<file path="config.mk">
export PLATFORM = sky130hd
export DESIGN_NAME = credit_gated_wait_queue
export DESIGN_NICKNAME = d
export VERILOG_FILES = /design/src/hw/rtl/cgwq_pkg.sv /design/src/hw/rtl/cgwq_ram.sv /design/src/hw/rtl/cgwq_queue.sv /design/src/hw/rtl/credit_gated_wait_queue.sv
export SDC_FILE = /design/constraint.sdc
export NUM_CORES = 2
export LEC_CHECK = 0
export BUFFER_PORTS_ARGS = -buffer_cell sky130_fd_sc_hd__clkbuf_2
export CAP_MARGIN = 5
export CORE_MARGIN = 2
export CORE_UTILIZATION = 30
export DETAILED_ROUTE_END_ITERATION = 12
export HOLD_SLACK_MARGIN = 0.12
export SYNTH_ARGS = -nofsm -noshare
export SYNTH_HDL_FRONTEND = slang
export SYNTH_HIERARCHICAL = 1
export SYNTH_SLANG_ARGS = --single-unit
</file>
<file path="constraint.sdc">
create_clock -name clock -period 9 [get_ports clock]
set_input_delay 1.8 -clock clock [delete_from_list [all_inputs] [get_ports clock]]
set_output_delay 1.8 -clock clock [all_outputs]
set_load 0.1 [all_outputs]
</file>
<file path="src/hw/rtl/cgwq_pkg.sv">
// Shared types and codes for the credit-gated wait queue.
`timescale 1ns / 1ps
package cgwq_pkg;

   localparam int ID_W     = 64;
   localparam int LOAD_W   = 20;
   localparam int CREDIT_W = 21;
   localparam int IVL_W    = 16;
   localparam int MODE_W   = 3;
   localparam int POS_W    = 6;
   localparam int CSR_IDX_W = 1;
   localparam int CSR_DATA_W = 20;

   localparam logic [MODE_W-1:0] MODE_REGISTER   = 3'd0;
   localparam logic [MODE_W-1:0] MODE_UNREGISTER = 3'd1;
   localparam logic [MODE_W-1:0] MODE_QUERY      = 3'd2;
   localparam logic [MODE_W-1:0] MODE_TRY_ENTER  = 3'd3;
   localparam logic [MODE_W-1:0] MODE_LOAD       = 3'd4;
   localparam logic [MODE_W-1:0] MODE_TICK       = 3'd5;

   localparam logic [CSR_IDX_W-1:0] CSR_LOAD_LIMIT = 1'd0;
   localparam logic [CSR_IDX_W-1:0] CSR_INTERVAL   = 1'd1;

   typedef enum logic [1:0] {
      QOP_SEARCH,
      QOP_REGISTER,
      QOP_UNREGISTER
   } q_op_type;

   typedef enum logic [2:0] {
      QS_IDLE,
      QS_SCAN_RD,
      QS_SCAN_CMP,
      QS_RESOLVE,
      QS_SHIFT_RD,
      QS_SHIFT_WR
   } q_state_type;

   typedef enum logic [1:0] {
      ST_IDLE,
      ST_WAIT,
      ST_RESP
   } top_state_type;

   typedef struct packed {
      logic            start;
      q_op_type        op;
      logic [ID_W-1:0] id;
   } q_cmd_type;

   typedef struct packed {
      logic done;
      logic ok;
   } q_sts_type;

endpackage

</file>
<file path="src/hw/rtl/cgwq_ram.sv">
// Generic single-write, single-read RAM with registered read data.
`timescale 1ns / 1ps
module cgwq_ram #(
   parameter int WIDTH = 64,
   parameter int DEPTH = 64
) (
   input  logic                     clock,
   input  logic                     wr_en,
   input  logic [$clog2(DEPTH)-1:0] wr_addr,
   input  logic [WIDTH-1:0]         wr_data,
   input  logic [$clog2(DEPTH)-1:0] rd_addr,
   output logic [WIDTH-1:0]         rd_data
);

   logic [WIDTH-1:0] mem_ff [DEPTH];
   logic [WIDTH-1:0] rd_data_ff;

   always_ff @(posedge clock) begin
      if (wr_en) begin
         mem_ff[wr_addr] <= wr_data;
      end
      rd_data_ff <= mem_ff[rd_addr];
   end

   assign rd_data = rd_data_ff;

endmodule

</file>
<file path="src/hw/rtl/cgwq_queue.sv">
// ID queue: fill count, sequential search with one shared comparator, shift-delete.
`timescale 1ns / 1ps
module cgwq_queue #(
   parameter int QUEUE_DEPTH = 64
) (
   input  logic                           clock,
   input  logic                           reset,
   input  cgwq_pkg::q_cmd_type            cmd,
   output cgwq_pkg::q_sts_type            sts,
   output logic [$clog2(QUEUE_DEPTH)-1:0] index
);
   import cgwq_pkg::*;

   localparam int IDX_W = $clog2(QUEUE_DEPTH);
   localparam int CNT_W = $clog2(QUEUE_DEPTH + 1);
   localparam logic [CNT_W-1:0] FULL = CNT_W'(QUEUE_DEPTH);

   q_state_type       state_ff, state_in;
   logic [CNT_W-1:0]  count_ff, count_in;
   logic [IDX_W-1:0]  idx_ff, idx_in;
   q_op_type          op_ff, op_in;
   logic [ID_W-1:0]   id_ff, id_in;
   logic              found_ff, found_in;
   logic              done_ff, done_in;
   logic              ok_ff, ok_in;

   logic              wr_en;
   logic [IDX_W-1:0]  wr_addr;
   logic [ID_W-1:0]   wr_data;
   logic [IDX_W-1:0]  rd_addr;
   logic [ID_W-1:0]   rd_data;

   logic              match;
   logic              scan_last;
   logic              shift_more;
   logic              shift_first;

   cgwq_ram #(
      .WIDTH (ID_W),
      .DEPTH (QUEUE_DEPTH)
   ) u_ram (
      .clock   (clock),
      .wr_en   (wr_en),
      .wr_addr (wr_addr),
      .wr_data (wr_data),
      .rd_addr (rd_addr),
      .rd_data (rd_data)
   );

   assign match       = (rd_data == id_ff);
   assign scan_last   = ((CNT_W'(idx_ff) + CNT_W'(1)) == count_ff);
   assign shift_first = ((CNT_W'(idx_ff) + CNT_W'(1)) < count_ff);
   assign shift_more  = ((CNT_W'(idx_ff) + CNT_W'(2)) < count_ff);

   // next state
   always_comb begin
      state_in = state_ff;
      case (state_ff)
         QS_IDLE: begin
            if (cmd.start) begin
               state_in = (count_ff == '0) ? QS_RESOLVE : QS_SCAN_RD;
            end
         end
         QS_SCAN_RD: state_in = QS_SCAN_CMP;
         QS_SCAN_CMP: begin
            if (match || scan_last) begin
               state_in = QS_RESOLVE;
            end else begin
               state_in = QS_SCAN_RD;
            end
         end
         QS_RESOLVE: begin
            if (op_ff == QOP_UNREGISTER && found_ff && shift_first) begin
               state_in = QS_SHIFT_RD;
            end else begin
               state_in = QS_IDLE;
            end
         end
         QS_SHIFT_RD: state_in = QS_SHIFT_WR;
         QS_SHIFT_WR: state_in = shift_more ? QS_SHIFT_RD : QS_IDLE;
         default:     state_in = QS_IDLE;
      endcase
   end

   // datapath and memory control
   always_comb begin
      count_in = count_ff;
      idx_in   = idx_ff;
      op_in    = op_ff;
      id_in    = id_ff;
      found_in = found_ff;
      done_in  = 1'b0;
      ok_in    = ok_ff;
      wr_en    = 1'b0;
      wr_addr  = idx_ff;
      wr_data  = rd_data;
      rd_addr  = idx_ff;
      case (state_ff)
         QS_IDLE: begin
            if (cmd.start) begin
               op_in    = cmd.op;
               id_in    = cmd.id;
               idx_in   = '0;
               found_in = 1'b0;
            end
         end
         QS_SCAN_RD: begin
            rd_addr = idx_ff;
         end
         QS_SCAN_CMP: begin
            if (match) begin
               found_in = 1'b1;
            end else if (!scan_last) begin
               idx_in = idx_ff + IDX_W'(1);
            end
         end
         QS_RESOLVE: begin
            case (op_ff)
               QOP_REGISTER: begin
                  ok_in   = 1'b0;
                  done_in = 1'b1;
                  if (!found_ff && count_ff != FULL) begin
                     wr_en    = 1'b1;
                     wr_addr  = IDX_W'(count_ff);
                     wr_data  = id_ff;
                     count_in = count_ff + CNT_W'(1);
                     ok_in    = 1'b1;
                  end
               end
               QOP_UNREGISTER: begin
                  ok_in = found_ff;
                  if (!found_ff || !shift_first) begin
                     done_in = 1'b1;
                     if (found_ff) begin
                        count_in = count_ff - CNT_W'(1);
                     end
                  end
               end
               default: begin
                  ok_in   = found_ff;
                  done_in = 1'b1;
               end
            endcase
         end
         QS_SHIFT_RD: begin
            rd_addr = idx_ff + IDX_W'(1);
         end
         QS_SHIFT_WR: begin
            wr_en   = 1'b1;
            wr_addr = idx_ff;
            wr_data = rd_data;
            idx_in  = idx_ff + IDX_W'(1);
            if (!shift_more) begin
               count_in = count_ff - CNT_W'(1);
               done_in  = 1'b1;
            end
         end
         default: begin
         end
      endcase
   end

   always_ff @(posedge clock) begin
      if (reset) begin
         state_ff <= QS_IDLE;
         count_ff <= '0;
         done_ff  <= 1'b0;
      end else begin
         state_ff <= state_in;
         count_ff <= count_in;
         done_ff  <= done_in;
      end
      idx_ff   <= idx_in;
      op_ff    <= op_in;
      id_ff    <= id_in;
      found_ff <= found_in;
      ok_ff    <= ok_in;
   end

   assign sts.done = done_ff;
   assign sts.ok   = ok_ff;
   assign index    = idx_ff;

endmodule

</file>
<file path="src/hw/rtl/credit_gated_wait_queue.sv">
// Top level: handshake, pass credit, load-request pacing and result register.
//
//  channel  dir  handshake           payload
//  req_     in   req_valid/ready     mode, user_id, reported_load, passed_users
//  rsp_     out  rsp_valid/ready     ok, position, request_sent, request_overdue
//  csr_     in   csr_we              csr_index, csr_wdata
//
// Load report, tick and unknown modes: result valid the cycle after the transfer.
// Register, unregister, query, try enter: the search reads the queue entries one at a
// time through the single RAM read port, reading and then comparing each; unregister
// then moves each later entry down one place, reading it and then writing it back.
// Reset empties the queue and clears credit, pending flag and tick counter.
// One item at a time: req_ready is low from transfer until the result is taken.
`timescale 1ns / 1ps
module credit_gated_wait_queue #(
   parameter int QUEUE_DEPTH = 64
) (
   input  logic                              clock,
   input  logic                              reset,
   input  logic                              req_valid,
   output logic                              req_ready,
   input  logic [cgwq_pkg::MODE_W-1:0]       req_mode,
   input  logic [cgwq_pkg::ID_W-1:0]         req_user_id,
   input  logic [cgwq_pkg::LOAD_W-1:0]       req_reported_load,
   input  logic [cgwq_pkg::LOAD_W-1:0]       req_passed_users,
   output logic                              rsp_valid,
   input  logic                              rsp_ready,
   output logic                              rsp_ok,
   output logic [cgwq_pkg::POS_W-1:0]        rsp_position,
   output logic                              rsp_request_sent,
   output logic                              rsp_request_overdue,
   input  logic                              csr_we,
   input  logic [cgwq_pkg::CSR_IDX_W-1:0]    csr_index,
   input  logic [cgwq_pkg::CSR_DATA_W-1:0]   csr_wdata
);
   import cgwq_pkg::*;

   localparam int IDX_W = $clog2(QUEUE_DEPTH);

   top_state_type       state_ff, state_in;
   logic [LOAD_W-1:0]   load_limit_ff;
   logic [IVL_W-1:0]    interval_ff;
   logic [CREDIT_W-1:0] credit_ff, credit_in;
   logic                pending_ff, pending_in;
   logic [IVL_W-1:0]    tick_count_ff, tick_count_in;
   logic [MODE_W-1:0]   mode_ff, mode_in;
   logic                ok_ff, ok_in;
   logic [POS_W-1:0]    position_ff, position_in;
   logic                sent_ff, sent_in;
   logic                overdue_ff, overdue_in;

   q_cmd_type           q_cmd;
   q_sts_type           q_sts;
   logic [IDX_W-1:0]    q_index;

   logic                accept;
   logic                queue_mode;
   logic [CREDIT_W-1:0] used;
   logic [IVL_W-1:0]    tick_inc;

   cgwq_queue #(
      .QUEUE_DEPTH (QUEUE_DEPTH)
   ) u_queue (
      .clock (clock),
      .reset (reset),
      .cmd   (q_cmd),
      .sts   (q_sts),
      .index (q_index)
   );

   assign req_ready  = (state_ff == ST_IDLE);
   assign accept     = req_valid && req_ready;
   assign queue_mode = (req_mode == MODE_REGISTER) || (req_mode == MODE_UNREGISTER) ||
                       (req_mode == MODE_QUERY) || (req_mode == MODE_TRY_ENTER);
   assign used       = CREDIT_W'(req_reported_load) + CREDIT_W'(req_passed_users);
   assign tick_inc   = (tick_count_ff != '1) ? tick_count_ff + IVL_W'(1) : tick_count_ff;

   // next state
   always_comb begin
      state_in = state_ff;
      case (state_ff)
         ST_IDLE: begin
            if (accept) begin
               state_in = queue_mode ? ST_WAIT : ST_RESP;
            end
         end
         ST_WAIT: begin
            if (q_sts.done) begin
               state_in = ST_RESP;
            end
         end
         ST_RESP: begin
            if (rsp_ready) begin
               state_in = ST_IDLE;
            end
         end
         default: state_in = ST_IDLE;
      endcase
   end

   // operation handling
   always_comb begin
      credit_in     = credit_ff;
      pending_in    = pending_ff;
      tick_count_in = tick_count_ff;
      mode_in       = mode_ff;
      ok_in         = ok_ff;
      position_in   = position_ff;
      sent_in       = sent_ff;
      overdue_in    = overdue_ff;
      q_cmd.start   = 1'b0;
      q_cmd.op      = QOP_SEARCH;
      q_cmd.id      = req_user_id;
      case (state_ff)
         ST_IDLE: begin
            if (accept) begin
               mode_in     = req_mode;
               ok_in       = 1'b0;
               position_in = '0;
               sent_in     = 1'b0;
               overdue_in  = 1'b0;
               q_cmd.start = queue_mode;
               case (req_mode)
                  MODE_REGISTER:   q_cmd.op = QOP_REGISTER;
                  MODE_UNREGISTER: q_cmd.op = QOP_UNREGISTER;
                  MODE_LOAD: begin
                     pending_in = 1'b0;
                     ok_in      = 1'b1;
                     if (CREDIT_W'(load_limit_ff) > used) begin
                        credit_in = CREDIT_W'(load_limit_ff) - used;
                     end
                  end
                  MODE_TICK: begin
                     ok_in         = 1'b1;
                     tick_count_in = tick_inc;
                     if (tick_inc >= interval_ff) begin
                        tick_count_in = '0;
                        if (pending_ff) begin
                           overdue_in = 1'b1;
                        end else begin
                           sent_in    = 1'b1;
                           pending_in = 1'b1;
                        end
                     end
                  end
                  default: begin
                  end
               endcase
            end
         end
         ST_WAIT: begin
            if (q_sts.done) begin
               case (mode_ff)
                  MODE_QUERY: begin
                     ok_in       = q_sts.ok;
                     position_in = q_sts.ok ? POS_W'(q_index) : '0;
                  end
                  MODE_TRY_ENTER: begin
                     if (q_sts.ok && q_index == '0 && credit_ff != '0) begin
                        ok_in     = 1'b1;
                        credit_in = credit_ff - CREDIT_W'(1);
                     end
                  end
                  default: ok_in = q_sts.ok;
               endcase
            end
         end
         default: begin
         end
      endcase
   end

   always_ff @(posedge clock) begin
      if (reset) begin
         state_ff      <= ST_IDLE;
         load_limit_ff <= '0;
         interval_ff   <= '0;
         credit_ff     <= '0;
         pending_ff    <= 1'b0;
         tick_count_ff <= '0;
      end else begin
         state_ff      <= state_in;
         credit_ff     <= credit_in;
         pending_ff    <= pending_in;
         tick_count_ff <= tick_count_in;
         if (csr_we && csr_index == CSR_LOAD_LIMIT) begin
            load_limit_ff <= csr_wdata;
         end
         if (csr_we && csr_index == CSR_INTERVAL) begin
            interval_ff <= csr_wdata[IVL_W-1:0];
         end
      end
      mode_ff     <= mode_in;
      ok_ff       <= ok_in;
      position_ff <= position_in;
      sent_ff     <= sent_in;
      overdue_ff  <= overdue_in;
   end

   assign rsp_valid           = (state_ff == ST_RESP);
   assign rsp_ok              = ok_ff;
   assign rsp_position        = position_ff;
   assign rsp_request_sent    = sent_ff;
   assign rsp_request_overdue = overdue_ff;

endmodule
</file>
* Word-level counts from Yosys, hierarchy flattened
Memory sizes are Yosys's and may differ from the RTL's. A register that Yosys moved wholly into a read port is not among the register bits.
Cells that the tools add are included.
** Cells by class
- Muxes and demuxes :: 68
- Reduce and logical (&&, ||, !) cells :: 39
- Bitwise operators :: 1
- Equality and inequality tests :: 39
- Magnitude comparators :: 4
- Add/sub/neg operators :: 9
** Operator list (count)
- 64-bit two-way mux :: 3
- 21-bit two-way mux :: 6
- 6-bit two-way mux :: 11
- 64-bit == test :: 1
- 21-bit case mux with 2 select lines :: 1
- 16-bit two-way mux :: 2
- 7-bit two-way mux :: 4
- 7-bit case mux with 2 select lines :: 2
- 20-bit by 20-bit adder with 21-bit output :: 1
- 20-bit by 21-bit greater-than comparator with 1-bit output :: 1
- 21-bit nonzero test :: 1
- 20-bit by 21-bit subtractor with 21-bit output :: 1
- 21-bit by 1-bit subtractor with 21-bit output (second input constant) :: 1
- 3-bit by 2-bit == test with 1-bit output (second input constant) :: 6
- 1-bit two-way mux :: 18
- 3-bit case mux with 6 select lines :: 1
- 6-bit case mux with 3 select lines :: 1
- 16-bit by 1-bit adder with 16-bit output (second input constant) :: 1
- 16-bit >= comparator :: 1
- 16-bit != test (second input constant) :: 1
- 4-bit AND reduction :: 4
- 3-bit two-way mux :: 5
- 7-bit less-than comparator :: 2
- 2-bit by 1-bit != test with 1-bit output (second input constant) :: 7
- other kinds (34) :: 78
** Storage, ports and cells
- Memories :: 1
- Bits in registers :: 173
- Input port bits :: 133
- Logic and storage cells :: 180
- Output and inout port bits :: 11
- Bits in writable memories :: 4096
** Memory list
- u_queue.u_ram.mem_ff :: words 64, bits a word 64, rd ports 1, clocked after Yosys merged registers in 1, wr ports 1, line cgwq_ram.sv:15 : logic [WIDTH-1:0] mem_ff [DEPTH];

* Longest topological paths before layout
- Word-level depth :: 8
- Gate-level depth with buffers :: 20

* Hierarchy
Netlist, hierarchy kept.
** By module, submodules not included
- cgwq_ram :: area each 156851.7 um^2, instances 1, cells an instance 6798, sequential area each 124279.2 um^2
- credit_gated_wait_queue :: area each 6528.8 um^2, instances 1, cells an instance 837, sequential area each 1881.8 um^2
- cgwq_queue :: area each 5081.1 um^2, instances 1, cells an instance 418, sequential area each 2442.3 um^2

* Least setup slack after synthesis
No wires, ideal clock.
- Kind :: register -> register
- From :: register u_queue.count_ff[0]
- To :: memory u_queue.u_ram.mem_ff[33][0] (enable)
- Arrival time :: 6.885 ns
- Period minus slack after synthesis :: 7.449 ns
- Stages on the path, launching flop included :: 12
- Library setup time :: 0.564 ns
- Path slack :: 1.551 ns
- Cell sequence :: dfxtp_1 > inv_1 > ha_1 > a311oi_2 > and2_1 > buf_2 > buf_2 > mux2_1 > clkbuf_1 > nor4bb_1 > nand2_1 > nor3_1
** Between the ends
- Elaborated cells between the ends (all ways) :: 10
- Classes of those cells :: eq/ne: 1; mux: 8; reduce/logical: 1
** RTL lines
- start: declaration :: line cgwq_queue.sv:19 : logic [CNT_W-1:0] count_ff, count_in;
- start signal: assignment :: line cgwq_queue.sv:170 : count_ff <= count_in;
- 7-bit != test :: line cgwq_queue.sv:122 : if (!found_ff && count_ff != FULL) begin
- 1-bit logical AND :: line cgwq_queue.sv:122
- 6-bit two-way mux :: line cgwq_queue.sv:122
- 6-bit two-way mux :: line cgwq_queue.sv:118 : case (op_ff)
- 6-bit two-way mux :: line cgwq_queue.sv:98 : case (state_ff)
- named net u_queue.wr_addr[3] :: line cgwq_queue.sv:28 : logic [IDX_W-1:0] wr_addr;
- end: declaration :: line cgwq_ram.sv:15
The timed path passes the listed nets, and every way through them passes these cells.

* Final worst setup path
- From :: register u_queue.count_ff[0]
- To :: memory u_queue.u_ram.mem_ff[54][20] (enable)
** Between the ends
- Elaborated cells between the ends (all ways) :: 10
- Classes of those cells :: eq/ne: 1; mux: 8; reduce/logical: 1
** RTL lines (line)
- 7-bit != test :: cgwq_queue.sv:122
- 1-bit logical AND :: cgwq_queue.sv:122
- 6-bit two-way mux * :: cgwq_queue.sv:122
- 6-bit two-way mux * :: cgwq_queue.sv:118
- 6-bit two-way mux * :: cgwq_queue.sv:98
- named net u_queue.wr_addr[0] :: cgwq_queue.sv:28
The timed path passes the listed nets; every way through them passes the cells marked *.

==> run metrics <==
Hold Slack 461.2 ps; H-tree Lvls 5; root buf cell clkbuf_16; final core occ 34.48%; Initial DRC Count 11.39k; Fmax 0.1672 GHz; Resized cells post-CTS 0; DRT Pass-1 Iters 6; DRC errors left 0; run status completed; CP Class flip-flop to flip-flop; # clock sinks 4333; worst-margin pin slew 1347 ps; DR top layer met5; asr flop ratio synth 0%; Final period util 66.45%; Mean Syn Cell Area 20.92 µm²; Finish-stage setup viols 0; post-synthesis cell type count 86; cts bufs inserted 414; initial core utilization 30.07%; DP Area 0.1794 mm²; drt via density 5.314; P_leak 59.21 nW; hold buffers post-CTS 0; setup_tns 0 ps; CP arrival 6550 ps; Worst setup SP type flip-flop; Total Routing Usage GR 16.47%; CP Max Fanout 40; Seq/Total Area, Yosys 76.34%; row count 275; initial antenna violation count 24; Worst Setup End Kind flip-flop; unrepaired setup endpoints after global routing false; final wirelength 483.9 mm; Clk Latency, worst-skew pair 1030 ps; area delta synth->final 14.67%; P per Cell Area 262.2 mW/mm²; Critical Path RT 9570 ps; vias in the first global route 86.92k; Met2 Wirelength 234.2 mm; synthesized cell area 0.1685 mm²; metal1 wirelength 186.7 mm; Crit Reg-Reg Startpoint u_queue/count_ff[0]$_SDFFE_PP0P_; worst hold path type flip-flop to flip-flop; DR WL/cell 29.72 µm; largest net degree at the start of global routing 132; GP Congestion 0.8424; Die Wd 753.4 µm; critical path launch point u_queue/count_ff[0]$_SDFFE_PP0P_; # nets final 8648; hpwl dp 267.5 mm; Slew headroom 10.17%; Core Region 0.5602 mm²; yosys warns 6; die area 0.5676 mm²; Max-Cap Viols 0; VDD IR max 209.6 µV; Post-synth EDFFs 4182; Post-CTS Setup Bufs 0; layout cell share with drive strength beyond 1 24.79%; gr ovfl total 0; clk buf depth 4; global-route wire length before repair 676.0 mm; Mapped Cells 8053; Final Hold Viols 0; Top FF cell, synth edfxtp_1; Clk pin slew, worst setup/hold paths 60 ps; Die Y 753.4 µm; flops & latches, synth 4333; Vias 86.51k; post-route antenna net violation count 0; Post-Syn Nets 8265; fillcell total 51.80k; cell area after layout 0.1932 mm²; post-layout min period 5981 ps; min-delay src interval_ff[3]$_SDFFE_PP0P_; Slew Limit Fails 0; port buffer count 143; met3 WL 43.46 mm; setup skew after layout 60.36 ps; I/O pin total 144; CTS tree yes
## flip-flops by register name, indices dropped and copies added (netlist names), 6 cells and up
register               flops
u_queue/count_ff           7
u_queue/u_ram/rd_data     64
load_limit_ff             20
interval_ff               16
rsp_position               6
u_queue/index              6
tick_count_ff             16
u_queue/id_ff             64
u_queue/u_ram/mem_ff    4096
credit_ff                 21
## layer usage
layer / track usage, % / vias up
li1: - / 34390
met2: 27.39 / 4553
met1: 21.68 / 46800
met5: 0 / -
met3: 2.977 / 765
met4: 5.840 / 8
## worst paths after layout
path / to / slack [ps] / cells past startpoint
setup reg to reg: u_queue/u_ram/mem_ff[54][20]$_DFFE_PP_ / 3020 / 12
setup / recovery: u_queue/u_ram/mem_ff[54][20]$_DFFE_PP_ / 3020 / 12
hold / removal: interval_ff[3]$_SDFFE_PP0P_ / 460 / 2
hold reg to reg: interval_ff[3]$_SDFFE_PP0P_ / 460 / 2
## synthesized netlist by cell type (47+ instances only)
cell      count  share of area, %
edfxtp_1   4182                75
mux4_2     1024                14
nand2_1     328              0.73
nor2_1      206              0.46
nand3_1     205              0.61
clkbuf_1    163              0.36
buf_2       155              0.46
dfxtp_1     151               1.8
mux2i_1     150              0.89
a22oi_1     129              0.57
a21oi_1     109              0.32
nand4_1     103              0.38
o22ai_1      83              0.31
o21ai_0      81              0.24
xor2_1       79              0.41
ha_1         77              0.57
mux2_1       67              0.45
or3_1        61              0.23
a31oi_1      54              0.20
buf_4        52              0.23
o21a_1       52              0.23
xnor2_1      49              0.25
inv_1        47              0.10
## cells in the final DEF (no fill, tap or decap), types with 84 or more instances in the layout
cell,n
a21oi_1,109
a22oi_1,129
buf_4,224
clkbuf_1,84
clkbuf_16,421
clkbuf_2,146
clkinv_2,92
dfxtp_1,151
edfxtp_1,4182
mux2i_1,150
mux4_2,1024
nand2_1,324
nand3_1,205
nand4_1,103
nor2_1,142
## area by class of cell
cell class	count	area [µm²]	area share, %
repair buffers	404	3138	1.624
clock inverters	248	2703	1.399
flip-flops and latches	4333	128600	66.58
well taps	7479	9358	4.844
multi-input cells	3236	38070	19.71
clock buffers	525	11100	5.746
diodes	7	17.52	0.009068
inverters	47	181.4	0.09392
## stage by stage
stage	instances	power, mW	setup WS [ps]
after CTS	16270	50.92	3019
after detailed placement	15500	33.31	2281
after global placement	15500	33.02	2152
after floorplan	8053	29.95	1551
after global routing	16270	52.09	2861
final	16280	50.64	3019
## worst max-delay path, stage by stage (launching register included)
cell      delay, ps
dfxtp_1         510
inv_1           150
ha_1            250
a311oi_2        330
and2_4          560
buf_4           620
o21ai_0         200
buf_4           210
nor2b_1         230
nand3_1         630
nor2_4          270
buf_4           550
buf_4           910
## logic make-up (layout without fill, tap and decap cells)
group                    after synthesis  count (layout)  synth area share (%)
flip-flops                          4333            4333                 76.34
multiplexers                        1247            1247                 15.07
AND/OR/NAND/NOR                     1099            1099                 3.181
AO/OA/AOI/OAI                        683             683                 2.706
buffers and inverters                484            1224                 1.443
XOR/XNOR                             128             128                0.6655
adder cells (fa/ha/maj)               79              79                0.5957
other                                  0               7                     0
## report_power, final
part	switching, mW	internal (mW)	leakage (nW)	total [mW]
sequential	0.174	24.7	38.8	24.9
clock	7.70	10.1	6.76	17.8
combinational	5.72	2.21	13.6	7.94
total	13.6	37.1	59.2	50.6
Power figures use the tool's default switching activity.
